$ cat src/rtl/core/gqlu_pkg.sv
package gqlu_pkg;

   // default grid size
   localparam int GRID_ROWS_DEF = 16;
   localparam int GRID_COLS_DEF = 16;

   // field widths
   localparam int Q_W        = 32;
   localparam int FRAC_W     = 12;
   localparam int REWARD_W   = 16;
   localparam int GAIN_W     = 16;
   localparam int COORD_W    = 4;
   localparam int NEXT_W     = COORD_W + 1;
   localparam int MOVE_W     = 2;
   localparam int MODE_W     = 2;
   localparam int CSR_IDX_W  = 3;
   localparam int CSR_DATA_W = 16;
   localparam int LANES      = 4;

   // datapath widths of the update
   localparam int PROD1_W = GAIN_W + 1 + Q_W;
   localparam int DELTA_W = 35;
   localparam int PROD2_W = GAIN_W + 1 + DELTA_W;
   localparam int SUM_W   = PROD2_W - GAIN_W + 2;

   // pending item queue, power of two
   localparam int QUEUE_DEPTH = 2;

   // rewards and thresholds
   localparam logic signed [REWARD_W-1:0] STEP_COST      = -16'sd10;
   localparam logic signed [REWARD_W-1:0] GOAL_REWARD    = 16'sd10000;
   localparam logic signed [Q_W-1:0]      GREEDY_FLOOR_Q = -32'sd40960000;
   localparam logic signed [Q_W-1:0]      EDGE_Q         = -32'sd409600;

   typedef enum logic [MODE_W-1:0] {
      MODE_OBST  = 2'd0,
      MODE_LEARN = 2'd1,
      MODE_QUERY = 2'd2
   } mode_type;

   typedef enum logic [MOVE_W-1:0] {
      MOVE_UP    = 2'd0,
      MOVE_DOWN  = 2'd1,
      MOVE_LEFT  = 2'd2,
      MOVE_RIGHT = 2'd3
   } move_type;

   typedef enum logic [CSR_IDX_W-1:0] {
      CSR_LEARN_RATE     = 3'd0,
      CSR_DISCOUNT       = 3'd1,
      CSR_GOAL_ROW       = 3'd2,
      CSR_GOAL_COL       = 3'd3,
      CSR_BLOCKED_REWARD = 3'd4
   } csr_index_type;

   typedef enum logic [2:0] {
      K_PASS  = 3'd0,
      K_OBST  = 3'd1,
      K_QUERY = 3'd2,
      K_HOLD  = 3'd3,
      K_LEARN = 3'd4
   } kind_type;

   typedef struct packed {
      logic [GAIN_W-1:0]          learn_rate;
      logic [GAIN_W-1:0]          discount;
      logic [COORD_W-1:0]         goal_row;
      logic [COORD_W-1:0]         goal_col;
      logic signed [REWARD_W-1:0] blocked_reward;
   } cfg_type;

   localparam cfg_type CFG_RESET = '{
      learn_rate:     16'd6554,
      discount:       16'd58982,
      goal_row:       4'd15,
      goal_col:       4'd15,
      blocked_reward: -16'sd100
   };

   typedef struct packed {
      kind_type           kind;
      logic [COORD_W-1:0] row;
      logic [COORD_W-1:0] col;
      logic [NEXT_W-1:0]  nrow;
      logic [NEXT_W-1:0]  ncol;
      move_type           move;
      logic               obit;
      logic               at_goal;
      logic               off_grid;
      logic               next_goal;
   } item_type;

   typedef struct packed {
      logic [COORD_W-1:0]         next_row;
      logic [COORD_W-1:0]         next_col;
      logic signed [REWARD_W-1:0] step_reward;
      logic signed [Q_W-1:0]      new_q;
      logic                       at_goal;
      logic                       off_grid;
      logic [MOVE_W-1:0]          best_move;
   } rsp_type;

endpackage

$ cat src/rtl/core/gqlu_front.sv
module gqlu_front
   import gqlu_pkg::*;
#(
   parameter int GRID_ROWS = GRID_ROWS_DEF,
   parameter int GRID_COLS = GRID_COLS_DEF
) (
   input  logic                start,
   output logic                busy,
   input  logic [MODE_W-1:0]   req_mode,
   input  logic [COORD_W-1:0]  req_row,
   input  logic [COORD_W-1:0]  req_col,
   input  logic [MOVE_W-1:0]   req_move,
   input  logic                req_obstacle_bit,
   input  cfg_type             cfg,
   input  logic                queue_full,
   input  logic                clearing,
   output logic                push,
   output item_type            item
);

   logic              in_grid;
   logic              legal;
   logic [NEXT_W-1:0] step_row;
   logic [NEXT_W-1:0] step_col;

   // accept handshake
   assign busy = queue_full || clearing;
   assign push = start && !busy;

   assign in_grid = (32'(req_row) < GRID_ROWS) && (32'(req_col) < GRID_COLS);

   // neighbor cell and legality of the move
   always_comb begin
      step_row = NEXT_W'(req_row);
      step_col = NEXT_W'(req_col);
      legal    = 1'b1;
      unique case (move_type'(req_move))
         MOVE_UP: begin
            if (req_row == '0) legal = 1'b0;
            else step_row = NEXT_W'(req_row) - NEXT_W'(1);
         end
         MOVE_DOWN: begin
            if (32'(req_row) + 32'd1 >= GRID_ROWS) legal = 1'b0;
            else step_row = NEXT_W'(req_row) + NEXT_W'(1);
         end
         MOVE_LEFT: begin
            if (req_col == '0) legal = 1'b0;
            else step_col = NEXT_W'(req_col) - NEXT_W'(1);
         end
         MOVE_RIGHT: begin
            if (32'(req_col) + 32'd1 >= GRID_COLS) legal = 1'b0;
            else step_col = NEXT_W'(req_col) + NEXT_W'(1);
         end
      endcase
   end

   // classify the beat
   always_comb begin
      item.row       = req_row;
      item.col       = req_col;
      item.nrow      = NEXT_W'(req_row);
      item.ncol      = NEXT_W'(req_col);
      item.move      = move_type'(req_move);
      item.obit      = req_obstacle_bit;
      item.at_goal   = (req_row == cfg.goal_row) && (req_col == cfg.goal_col);
      item.off_grid  = 1'b0;
      item.kind      = K_PASS;
      if (!in_grid) begin
         item.off_grid = 1'b1;
      end else begin
         unique case (req_mode)
            MODE_OBST: item.kind = K_OBST;
            MODE_QUERY: item.kind = K_QUERY;
            MODE_LEARN: begin
               if (legal) begin
                  item.kind = K_LEARN;
                  item.nrow = step_row;
                  item.ncol = step_col;
               end else begin
                  item.kind     = K_HOLD;
                  item.off_grid = 1'b1;
               end
            end
            default: item.kind = K_PASS;
         endcase
      end
      item.next_goal = (item.nrow == {1'b0, cfg.goal_row}) &&
                       (item.ncol == {1'b0, cfg.goal_col});
   end

endmodule

$ cat config.mk
export PLATFORM = sky130hd
export DESIGN_NAME = gqlu_front
export DESIGN_NICKNAME = d
export VERILOG_FILES = /design/src/rtl/core/gqlu_pkg.sv /design/src/rtl/core/gqlu_front.sv
export SDC_FILE = /design/constraint.sdc
export NUM_CORES = 1
export LEC_CHECK = 0
export BUFFER_PORTS_ARGS = -buffer_cell sky130_fd_sc_hd__buf_2
export CORE_ASPECT_RATIO = 0.9
export CORE_MARGIN = 3
export CORE_UTILIZATION = 29
export DETAILED_ROUTE_END_ITERATION = 8
export GPL_TIMING_DRIVEN = 0
export PLACE_DENSITY = 0.77
export SYNTH_ARGS = -nofsm -noshare
export SYNTH_HDL_FRONTEND = slang
export SYNTH_SLANG_ARGS = --single-unit
$ cat constraint.sdc
create_clock -name vclk -period 2
set_clock_uncertainty 0.2 [all_clocks]
set_input_delay 0.1 -clock vclk [all_inputs]
set_output_delay 0.1 -clock vclk [all_outputs]
set_load 0.005 [all_outputs]
**Word-level counts from Yosys, hierarchy flattened**

Cells that the tools add are included.

- Add/sub/neg operators: 6
- Order comparisons: 2
- Eq/ne operators: 9
- Muxes and demuxes: 17
- Reductions and logical operators: 9

Operator list:

| kind | number |
|---|---|
| 4-bit by 1-bit adder with 5-bit output, second input constant | 4 |
| 10-bit two-way mux | 2 |
| 5-bit two-way mux | 4 |
| 5-bit case mux with 2 select lines | 2 |
| 5-bit by 4-bit equality test with 1-bit output | 2 |
| 5-bit greater-or-equal comparator, second input constant | 2 |
| 4-bit by 1-bit subtractor with 5-bit output, second input constant | 2 |
| 3-bit case mux with 3 select lines | 1 |
| 4-bit equality test | 2 |
| 4-bit logical NOT | 2 |
| 2-bit equality test, second input constant | 3 |
| 1-bit two-way mux | 6 |
| 2-bit by 1-bit equality test with 1-bit output, second input constant | 2 |
| 2-bit logical NOT | 2 |
| 1-bit case mux with 4 select lines | 1 |
| 1-bit logical AND | 3 |
| 3-bit two-way mux | 1 |
| 1-bit logical NOT | 1 |
| 1-bit logical OR | 1 |

- Register bits after elaboration: 0
- Input port bits: 72
- Output and inout bits: 29
- Word-level logic and storage cells: 43

**Longest topological paths before layout**

- Depth in word-level cells: 8
- Mapped depth: 9
- Gate-level depth less buffers: 8

**Worst setup path after synthesis**

Ideal clock, no wire load.

- Kind: input to output
- Start: input req_col[0]
- End: output item[0] in the netlist's numbering
- Arrival: 1732 ps
- Required time: 1700 ps
- Setup slack: -32 ps
- Stages on the path: 9
- Buffers on the path: 1
- Cell sequence: inv_1 > ha_1 > or4b_4 > and4_4 > buf_6 > a2bb2oi_2 > xnor2_2 > o21ai_1 > nor4_2

RTL lines:

| item | line | text |
|---|---|---|
| start: declaration | gqlu_front.sv:11 | `input logic [COORD_W-1:0] req_col,` |
| end: declaration | gqlu_front.sv:18 | `output item_type item` |

==> impl_metrics.toml <==
[run_status]
status = "finished with violations"
violations = "setup timing"

[critical_path]
cp-start-kind = "primary input"
path_class = "primary input to output port"
path_delay_family = "simple AND/OR/NAND/NOR gates"
critPathMaxStageDelay_ns = 0.38
crit_path_cell_trace = "buf_4 > inv_4 > ha_4 > or3b_4 > a22oi_2 > o22a_1 > xnor2_1 > nand4_1 > nor4_2 > buf_2"
crit_start = "req_row[1]"
cp.required_ns = 1.70
crit_path_max_fanout = 7
worst_path_max_delay_cell = "or3b_4"
critical_path.endpoint_type = "output port"
worstPathArrival_ns = 1.88
crit_buf_inv = 3

[place]
place_inst = 234
dp_hpwl_um = 2321
gp_congestion = 0.9012
post_dp_cell_area_um2 = 1286
port-buffer-count = 49
dp_slack_ns = -0.4193

[global_routing]
antenna_found_initial = 0
grt_pass1_wl_um = 4602
grt-ovfl-total = 0
grt_pass1_vias = 1045
grt_use_total = 0.1374
grt_max_degree = 11

[logic_synthesis]
synth_area_leaders = "buf_4 9.4%, xnor2_1 9.1%, ha_1 6.5%"
syn_area_per_cell_um2 = 6.720
syn_nets = 220
netlist.area_leader.share = 0.09375
ys_seq_area_frac = 0
syn-cell-area_um2 = 960.9
yosysTopAreaCell = "buf_4"
ys_types = 46
yosysWarningCount = 0
syn_inst = 143

[finish]
nets = 277
finalCoreUtilization = 0.4628
layout-drive-gt1-share = 0.5000
final_cells = 240
final_cell_area_um2 = 1441
n_antenna_cell = 0
syn_to_final_growth_pct = 50.00
n_sequential_cell = 0
ff_latch_area_um2 = 0
num-clock-buffers = 0

[floorplanning]
die_h_um = 60.61
io_pins = 101
start_util = 0.3086
rows = 19
fp.dieW_um = 66.68
core-area_um2 = 3114
dieArea_um2 = 4041

[timing]
setup_ws_ns = -0.1797
finalCritPeriodShare = 1.090
finalSetupViolCount = 1
drv_slew = 0
fmax_mhz = 458.8
hold_slack_ns = 0.1661
final-hold-violation-count = 0
rsz0062_at_grt = "true"
period_minus_slack_ns = 2.180

[run]
drv_cap = 0

[pwr]
power_leakage_uw = 0.0006570
powerDensity_nw_per_um2 = 205.8
irDropWorstVdd_mv = 0.08790

[routing]
vias = 1221
wl_per_cell_um = 12.77
drt-initial-drc-count = 79
final_antenna_net_count = 0
wl_um = 3064
drtPass1Iterations = 4
vias_per_cell = 5.088
drc = 0

[min_path]
min_path_type = "primary input to output port"
worstHoldStart = "req_move[0]"
==> stage by stage <==
step | total power, µW | setup TNS [ns]
after detailed placement | 259.2 | -0.4193
after global routing | 325.3 | -0.3314
after floorplan | 164.8 | 0
final | 296.6 | -0.1797
after CTS | 277.3 | -0.1788
after global placement | 254.6 | -0.4213
==> Yosys cell counts (all sizes together) (2+ instances only) <==
| master | count |
|---|---|
| o211ai | 3 |
| nor3b | 5 |
| inv | 6 |
| ha | 5 |
| xor2 | 2 |
| nand4 | 7 |
| buf | 15 |
| or4 | 2 |
| nand2 | 8 |
| nand3 | 5 |
| or3b | 2 |
| clkbuf | 6 |
| a21oi | 5 |
| and3 | 3 |
| nand2b | 5 |
| nor2 | 14 |
| a21boi | 2 |
| nor2b | 2 |
| nor4 | 2 |
| xnor2 | 11 |
| a31oi | 3 |
| or2 | 2 |
| nand3b | 4 |
| o21ai | 9 |
==> report_power, final <==
part / leakage (µW) / switching [µW] / total (µW) / internal (µW)
combinational: 0.000657 / 146 / 297 / 150
clock: 0 / 0 / 0 / 0
sequential: 0 / 0 / 0 / 0
==> repair_timing <==
| action | in CTS | in global routing |
|---|---|---|
| pin swaps | 9 | 9 |
| setup endpoints to repair | 1 | 1 |
| buffers inserted | 6 | 1 |
| endpoints found under the hold margin | 0 | 0 |
| hold buffers | 0 | 0 |
| resized for setup | 16 | 24 |
==> layout by cell type (no fill, tap or decap), types with 3 or more instances in the layout <==
cell	synthesis	final
buf_2	1	44
nor3b_1	4	3
nand2_1	8	8
xnor2_1	10	10
o21ai_0	8	6
nor2_1	14	14
o211ai_1	3	3
buf_6	2	6
nand2b_1	5	5
nand4_1	7	7
a21oi_1	5	4
inv_4	0	4
nand3b_1	4	4
a31oi_1	3	3
nand3_1	5	5
buf_4	12	21
==> path summary, 6_finish.rpt <==
check	endpoint	cells after the start
max	item[0]	10
min	item[4]	2
==> cell families after synthesis <==
| kind of cell | count (synthesis) | synth area share |
|---|---|---|
| AND/OR/NAND/NOR | 67 | 0.4232 |
| AO/OA/AOI/OAI | 29 | 0.2018 |
| buffers and inverters | 27 | 0.1693 |
| XOR/XNOR | 13 | 0.1263 |
| adder cells (fa/ha/maj) | 5 | 0.06510 |
| multiplexers | 1 | 0.01042 |
| other | 1 | 0.003903 |
==> per-layer routing <==
metal,routed length [µm],GRT usage,share of wire
met2,1418,0.2331,0.46
met5,0,0,0
met4,7,0,0.0023
met3,235,0.001852,0.077
met1,1403,0.2080,0.46
==> final cells by class <==
type	instances	area (µm²)
Fill cell	327	1673
Buffer	20	136.4
Inverter	6	32.53
Multi-Input combinational cell	116	885.9
Timing Repair Buffer	56	334.1
Tap cell	42	52.55
No activity file was read; power rests on OpenSTA's default activity.
