## src/rtl/core/gqlu_pkg.sv

```systemverilog
package gqlu_pkg;

   // default grid size
   localparam int GRID_ROWS_DEF = 16;
   localparam int GRID_COLS_DEF = 16;

   // field widths
   localparam int Q_W        = 32;
   localparam int FRAC_W     = 12;
   localparam int REWARD_W   = 16;
   localparam int GAIN_W     = 16;
   localparam int COORD_W    = 4;
   localparam int NEXT_W     = COORD_W + 1;
   localparam int MOVE_W     = 2;
   localparam int MODE_W     = 2;
   localparam int CSR_IDX_W  = 3;
   localparam int CSR_DATA_W = 16;
   localparam int LANES      = 4;

   // datapath widths of the update
   localparam int PROD1_W = GAIN_W + 1 + Q_W;
   localparam int DELTA_W = 35;
   localparam int PROD2_W = GAIN_W + 1 + DELTA_W;
   localparam int SUM_W   = PROD2_W - GAIN_W + 2;

   // pending item queue, power of two
   localparam int QUEUE_DEPTH = 2;

   // rewards and thresholds
   localparam logic signed [REWARD_W-1:0] STEP_COST      = -16'sd10;
   localparam logic signed [REWARD_W-1:0] GOAL_REWARD    = 16'sd10000;
   localparam logic signed [Q_W-1:0]      GREEDY_FLOOR_Q = -32'sd40960000;
   localparam logic signed [Q_W-1:0]      EDGE_Q         = -32'sd409600;

   typedef enum logic [MODE_W-1:0] {
      MODE_OBST  = 2'd0,
      MODE_LEARN = 2'd1,
      MODE_QUERY = 2'd2
   } mode_type;

   typedef enum logic [MOVE_W-1:0] {
      MOVE_UP    = 2'd0,
      MOVE_DOWN  = 2'd1,
      MOVE_LEFT  = 2'd2,
      MOVE_RIGHT = 2'd3
   } move_type;

   typedef enum logic [CSR_IDX_W-1:0] {
      CSR_LEARN_RATE     = 3'd0,
      CSR_DISCOUNT       = 3'd1,
      CSR_GOAL_ROW       = 3'd2,
      CSR_GOAL_COL       = 3'd3,
      CSR_BLOCKED_REWARD = 3'd4
   } csr_index_type;

   typedef enum logic [2:0] {
      K_PASS  = 3'd0,
      K_OBST  = 3'd1,
      K_QUERY = 3'd2,
      K_HOLD  = 3'd3,
      K_LEARN = 3'd4
   } kind_type;

   typedef struct packed {
      logic [GAIN_W-1:0]          learn_rate;
      logic [GAIN_W-1:0]          discount;
      logic [COORD_W-1:0]         goal_row;
      logic [COORD_W-1:0]         goal_col;
      logic signed [REWARD_W-1:0] blocked_reward;
   } cfg_type;

   localparam cfg_type CFG_RESET = '{
      learn_rate:     16'd6554,
      discount:       16'd58982,
      goal_row:       4'd15,
      goal_col:       4'd15,
      blocked_reward: -16'sd100
   };

   typedef struct packed {
      kind_type           kind;
      logic [COORD_W-1:0] row;
      logic [COORD_W-1:0] col;
      logic [NEXT_W-1:0]  nrow;
      logic [NEXT_W-1:0]  ncol;
      move_type           move;
      logic               obit;
      logic               at_goal;
      logic               off_grid;
      logic               next_goal;
   } item_type;

   typedef struct packed {
      logic [COORD_W-1:0]         next_row;
      logic [COORD_W-1:0]         next_col;
      logic signed [REWARD_W-1:0] step_reward;
      logic signed [Q_W-1:0]      new_q;
      logic                       at_goal;
      logic                       off_grid;
      logic [MOVE_W-1:0]          best_move;
   } rsp_type;

endpackage

```

## src/rtl/core/gqlu_queue.sv

```systemverilog
module gqlu_queue
   import gqlu_pkg::*;
(
   input  logic     clock,
   input  logic     reset,
   input  logic     push,
   input  item_type push_item,
   input  logic     pop,
   output logic     full,
   output logic     head_valid,
   output item_type head_item
);

   localparam int PTR_W = $clog2(QUEUE_DEPTH);
   localparam int CNT_W = PTR_W + 1;

   item_type           slot_ff [QUEUE_DEPTH];
   logic [PTR_W-1:0]   wr_ptr_ff, wr_ptr_in;
   logic [PTR_W-1:0]   rd_ptr_ff, rd_ptr_in;
   logic [CNT_W-1:0]   count_ff, count_in;

   assign full       = count_ff == CNT_W'(QUEUE_DEPTH);
   assign head_valid = count_ff != '0;
   assign head_item  = slot_ff[rd_ptr_ff];

   // pointer and fill tracking
   always_comb begin
      wr_ptr_in = wr_ptr_ff;
      rd_ptr_in = rd_ptr_ff;
      count_in  = count_ff;
      if (push) wr_ptr_in = wr_ptr_ff + PTR_W'(1);
      if (pop)  rd_ptr_in = rd_ptr_ff + PTR_W'(1);
      if (push && !pop) count_in = count_ff + CNT_W'(1);
      else if (pop && !push) count_in = count_ff - CNT_W'(1);
   end

   always_ff @(posedge clock) begin
      if (reset) begin
         wr_ptr_ff <= '0;
         rd_ptr_ff <= '0;
         count_ff  <= '0;
      end else begin
         wr_ptr_ff <= wr_ptr_in;
         rd_ptr_ff <= rd_ptr_in;
         count_ff  <= count_in;
      end
   end

   // storage
   always_ff @(posedge clock) begin
      if (push) slot_ff[wr_ptr_ff] <= push_item;
   end

endmodule

```

## config.mk

```make
export PLATFORM = sky130hd
export DESIGN_NAME = gqlu_queue
export DESIGN_NICKNAME = d
export VERILOG_FILES = /design/src/rtl/core/gqlu_pkg.sv /design/src/rtl/core/gqlu_queue.sv
export SDC_FILE = /design/constraint.sdc
export NUM_CORES = 1
export LEC_CHECK = 0
export BUFFER_PORTS_ARGS = -buffer_cell sky130_fd_sc_hd__buf_2
export CAP_MARGIN = 0
export CORE_MARGIN = 2
export CORE_UTILIZATION = 55
export CTS_CLUSTER_SIZE = 25
export DETAILED_ROUTE_END_ITERATION = 8
export HOLD_SLACK_MARGIN = 0.06
export PLACE_DENSITY = 0.83
export SLEW_MARGIN = 40
export SYNTH_ARGS = -nofsm -noshare
export SYNTH_HDL_FRONTEND = slang
export SYNTH_SLANG_ARGS = --single-unit
```

## constraint.sdc

```tcl
create_clock -name clock -period 3.74 [get_ports clock]
set_clock_uncertainty 0.15 [all_clocks]
set_input_delay 0.374 -clock clock [delete_from_list [all_inputs] [get_ports clock]]
set_output_delay 0.374 -clock clock [all_outputs]
set_load 0.005 [all_outputs]
```

# == Yosys cells after proc, flatten, opt, wreduce, memory -nomap -nowiden ==
# Memory sizes are Yosys's and may differ from the RTL's. A register that Yosys moved wholly into a read port is not among the register bits.
# Cells that the tools add are included.
# word_totals
register_bits,4
ram_bits,54
input_bits,31
output_inout_bits,29
wordCells,21
n_memories,1
# mem_list
memory,depth,width,read_ports,rd_ports_with_merged_regs,write_ports,line_no,rtl
slot_ff,2,27,1,1,1,gqlu_queue.sv:17,item_type slot_ff [QUEUE_DEPTH];
# classes
n_addsub,4
n_eq_ne,1
mux,6
n_reduce_logical,6
# ops
op,count
$mux 1,4
$mux 2,2
$reduce_bool 2->1,2
$add 1x1->1 const B,2
$add 2x1->2 const B,1
$eq 2x2->1 const B,1
$logic_and 1x1->1,2
$logic_not 1->1,2
$sub 2x1->2 const B,1

# == Logic depth before layout (Yosys ltp) ==
# depth
word_depth,4
depth_mapped,5
depth_no_buf,5

# == Least setup slack after synthesis ==
# OpenSTA, ideal clock, no wires.
# synth_timing
kind,input -> register
startpoint,in push
endpoint,"mem slot_ff[0][0] (netlist bit), enable pin"
setup_time_ns,0.414
t_arrival_ns,1.608
required_ns,3.176
slack_ns,1.568
path_stages,1
n_path_buf,0
path_cell_list,nor2b_1
# synth_between
elab_chain_cells,2
# synth_rtl
element,line_no,rtl
"start, declared",gqlu_queue.sv:6,"input logic push,"
$mux 1,gqlu_queue.sv:51,if (push) slot_ff[wr_ptr_ff] <= push_item;
$mux 1 (not written as such),gqlu_queue.sv:51,
"end, declared",gqlu_queue.sv:17,
# Every way passes these cells.

==> flow_metrics.py <==
metrics = {
    "routing": {
        "wl_um": 3560,
        "route.detailed.drc": 0,
        "firstDrtPassIters": 4,
        "ant_nets": 0,
        "wl_per_cell_um": 15.7,
        "first_iter_violations": 98,
        "viasPerCell": 4.92,
        "vias": 1116,
    },
    "timing": {
        "layout_min_cycle_time_ps": 2160,
        "hold_viol_final": 0,
        "rsz0062_at_grt": "false",
        "relSlewSlack": 0.561,
        "maxSlewViolCount": 0,
        "fin_crit_sh": 0.578,
        "setup_viol": 0,
        "worstMarginPinSlew_ps": 659,
        "setup_ws_ps": 1580,
        "fin_setup_tns_ps": 0,
        "max_freq_ghz": 0.462,
    },
    "floorplan": {
        "num_rows": 22,
        "coreArea_mm2": 0.00372,
        "die_w_um": 66.7,
        "start_util": 0.582,
        "die_h_um": 66.7,
        "io_pins": 60,
        "die_area_mm2": 0.00445,
    },
    "job": {
        "cap_violations": 0,
    },
    "clocking": {
        "path_clk_slew_ps": 60,
        "clk_latency_ps": 330,
        "post_cts_buffers": 0,
        "cts_sinks": 59,
        "htree_levels": 3,
        "cts_tree": "done",
        "cts-hold-fix-buffers": 0,
        "cts_resized": 0,
        "root_buffer": "clkbuf_8",
        "numCtsBuffers": 9,
        "clockBufferDepth": 2,
    },
    "outcome": {
        "outcome": "completed",
    },
    "setup_path": {
        "critPathCaptureType": "output port",
        "cp_cell_sequence": "mux2_2 -> buf_2",
        "crit_required_ps": 3220,
        "worst_setup_path_start_kind": "flop",
        "reg2reg_from": "wr_ptr_ff$_SDFFE_PP0P_",
        "r2r_slack_ps": 2060,
        "worstSetupEndpoint": "head_item[22]",
        "rr_worst_depth": 2,
        "critical_path_arrival_ps": 1640,
        "max_stage_delay_ps": 750,
        "r2r-end": "slot_ff[0][0]$_DFFE_PP_",
        "worst-setup-path-type": "reg -> out",
        "critPathSlowestCell": "dfxtp_2",
        "crit_path_max_fanout": 27,
    },
    "pwr": {
        "seqPwrFrac": 0.519,
        "combPwrFrac": 0.090,
        "switching_share": 0.206,
        "p_switching_uw": 314,
        "p_clk_frac": 0.391,
        "peakVddDrop_mv": 0.297,
        "p_int_uw": 1210,
        "power_density_mw_per_mm2": 563,
        "power_leakage_uw": 0.00105,
    },
    "synth": {
        "synth_area_leaders": "edfxtp_1 75%, mux2_2 14%, dfxtp_1 4.6%",
        "syn_area_mm2": 0.00216,
        "synth_area_leader_cell": "edfxtp_1",
        "yosys-top-cells-count": "54 x edfxtp_1, 27 x mux2_2, 5 x dfxtp_1",
        "synth_fp_nets": 138,
        "yosys_warnings": 0,
        "synthDistinctLibCells": 17,
        "yosysMostFrequentCell": "edfxtp_1",
        "synth_flop_cell": "edfxtp_1",
        "synth_edf_count": 54,
        "synth_top_area_frac": 0.750,
        "syn-instance-count": 106,
        "synthArstFlopShare": 0,
        "synth_seq_area_share": 0.796,
        "ys_seq_elements": 59,
        "avgSynthCellArea_um2": 20.4,
    },
    "finish": {
        "final_core_util": 0.729,
        "nets": 206,
        "areaGrowthSynthToFinish_pct": 25.3,
        "antenna_cells": 0,
        "ff_latch_area_mm2": 0.00172,
        "fillers": 263,
        "drive_above_1_share": 0.592,
        "multiInputGateArea_um2": 414,
        "final_cells": 227,
    },
    "global_routing": {
        "grt_start_max_net_pins": 28,
        "grt_antenna_before_repair": 0,
        "grt-ovfl-total": 0,
        "grt_pass1_vias": 1108,
        "grt_pass1_wl_um": 5210,
        "grt_usage": 0.177,
    },
    "worst_hold_path": {
        "hold_path_class": "in -> reg",
    },
    "place": {
        "portBuffers": 59,
        "pre_cts_slack_ps": 1870,
        "place_hpwl_um": 2340,
        "dp.cells": 211,
        "routabilityCongestion": 0.656,
    },
}
## cell usage in the layout, fill, tap and decap left out
cell type  netlist  final
buf_2            1     59
edfxtp_1        54     54
mux2_2          27     27
clkbuf_8         0      9
nor2_1           4      4
dfxtp_1          5      4
clkinv_2         0      3
xor2_1           2      2
xnor2_1          2      2
clkinv_1         0      2
bufinv_16        0      2
inv_1            1      1
or2_2            1      1
and2_2           0      1
and2b_2          1      1
nor2b_2          0      1
o21ai_0          1      1
or3_1            1      1
a21oi_1          1      1
ha_1             1      1
dfxtp_2          0      1
buf_4            0      1
## worst max-delay path: cells and delay by family (launching register included)
family	cells	cell delay [ps]
mux	1	420
flops	1	750
buf+inv	1	130
## flip-flops by register name, indices dropped and copies added (netlist names), named ones only
register and flops:
count_ff 2, wr_ptr_ff 1, slot_ff 54, rd_ptr_ff 1
## through the flow
step | cell area, um2 | hold WS [ps] | total power, uW
6_report | 2710 | 78.0 | 1530
5_1_grt | 2710 | 62.5 | 1580
3_5_place_dp | 2500 | 362 | 944
4_1_cts | 2710 | 62.5 | 1540
2_1_floorplan | 2160 | 293 | 876
3_3_place_gp | 2500 | 319 | 936
## power groups by stage
stage	Combinational, uW	Sequential (uW)	Clock [uW]
4_1_cts	139	793	609
3_5_place_dp	138	806	0
6_report	137	792	597
3_3_place_gp	134	802	0
2_1_floorplan	86.1	790	0
5_1_grt	152	797	633
## cell families after synthesis
family | synth area share
muxes | 0.141
buffers and inverters | 0.0145
adders and majority gates | 0.00578
AOI/OAI and AO/OA | 0.00462
xor gates and xnor gates | 0.0162
and+or+nand+nor | 0.0226
DFF | 0.796
## per-layer routing
metal,global-route usage,wire length (um),share of wire,vias up
met2,0.285,1820,0.51,37
met5,0,0,0,-
met1,0.195,1440,0.40,528
met3,0.0861,242,0.068,9
met4,0.0842,65,0.018,0
li1,-,-,-,542
## worst min path at each step
| stage | from | endpoint | slack (ps) | cells after the start |
|---|---|---|---|---|
| 3_5_place_dp | rd_ptr_ff$_SDFFE_PP0P_ | flop | 360 | 2 |
| 3_3_place_gp | count_ff[1]$_SDFFE_PP0P_ | count_ff[1]$_SDFFE_PP0P_ | 320 | 2 |
| 4_1_cts | push_item[20] | slot_ff[0][20]$_DFFE_PP_ | 60 | 1 |
| 6_report | push_item[17] | slot_ff[1][17]$_DFFE_PP_ | 80 | 1 |
| 2_1_floorplan | reset | count_ff[1]$_SDFFE_PP0P_ | 290 | 1 |
| 5_1_grt | push_item[25] | slot_ff[0][25]$_DFFE_PP_ | 60 | 1 |
## cell type report
class                   count  share of cell area
clock buffers               9              0.0457
clock inverters             7              0.0305
well taps                  48              0.0222
flip-flops and latches     59               0.636
inverters                   1             0.00139
repair buffers             60               0.112
multi-input cells          43               0.153
(Power assumes the default switching activity.)
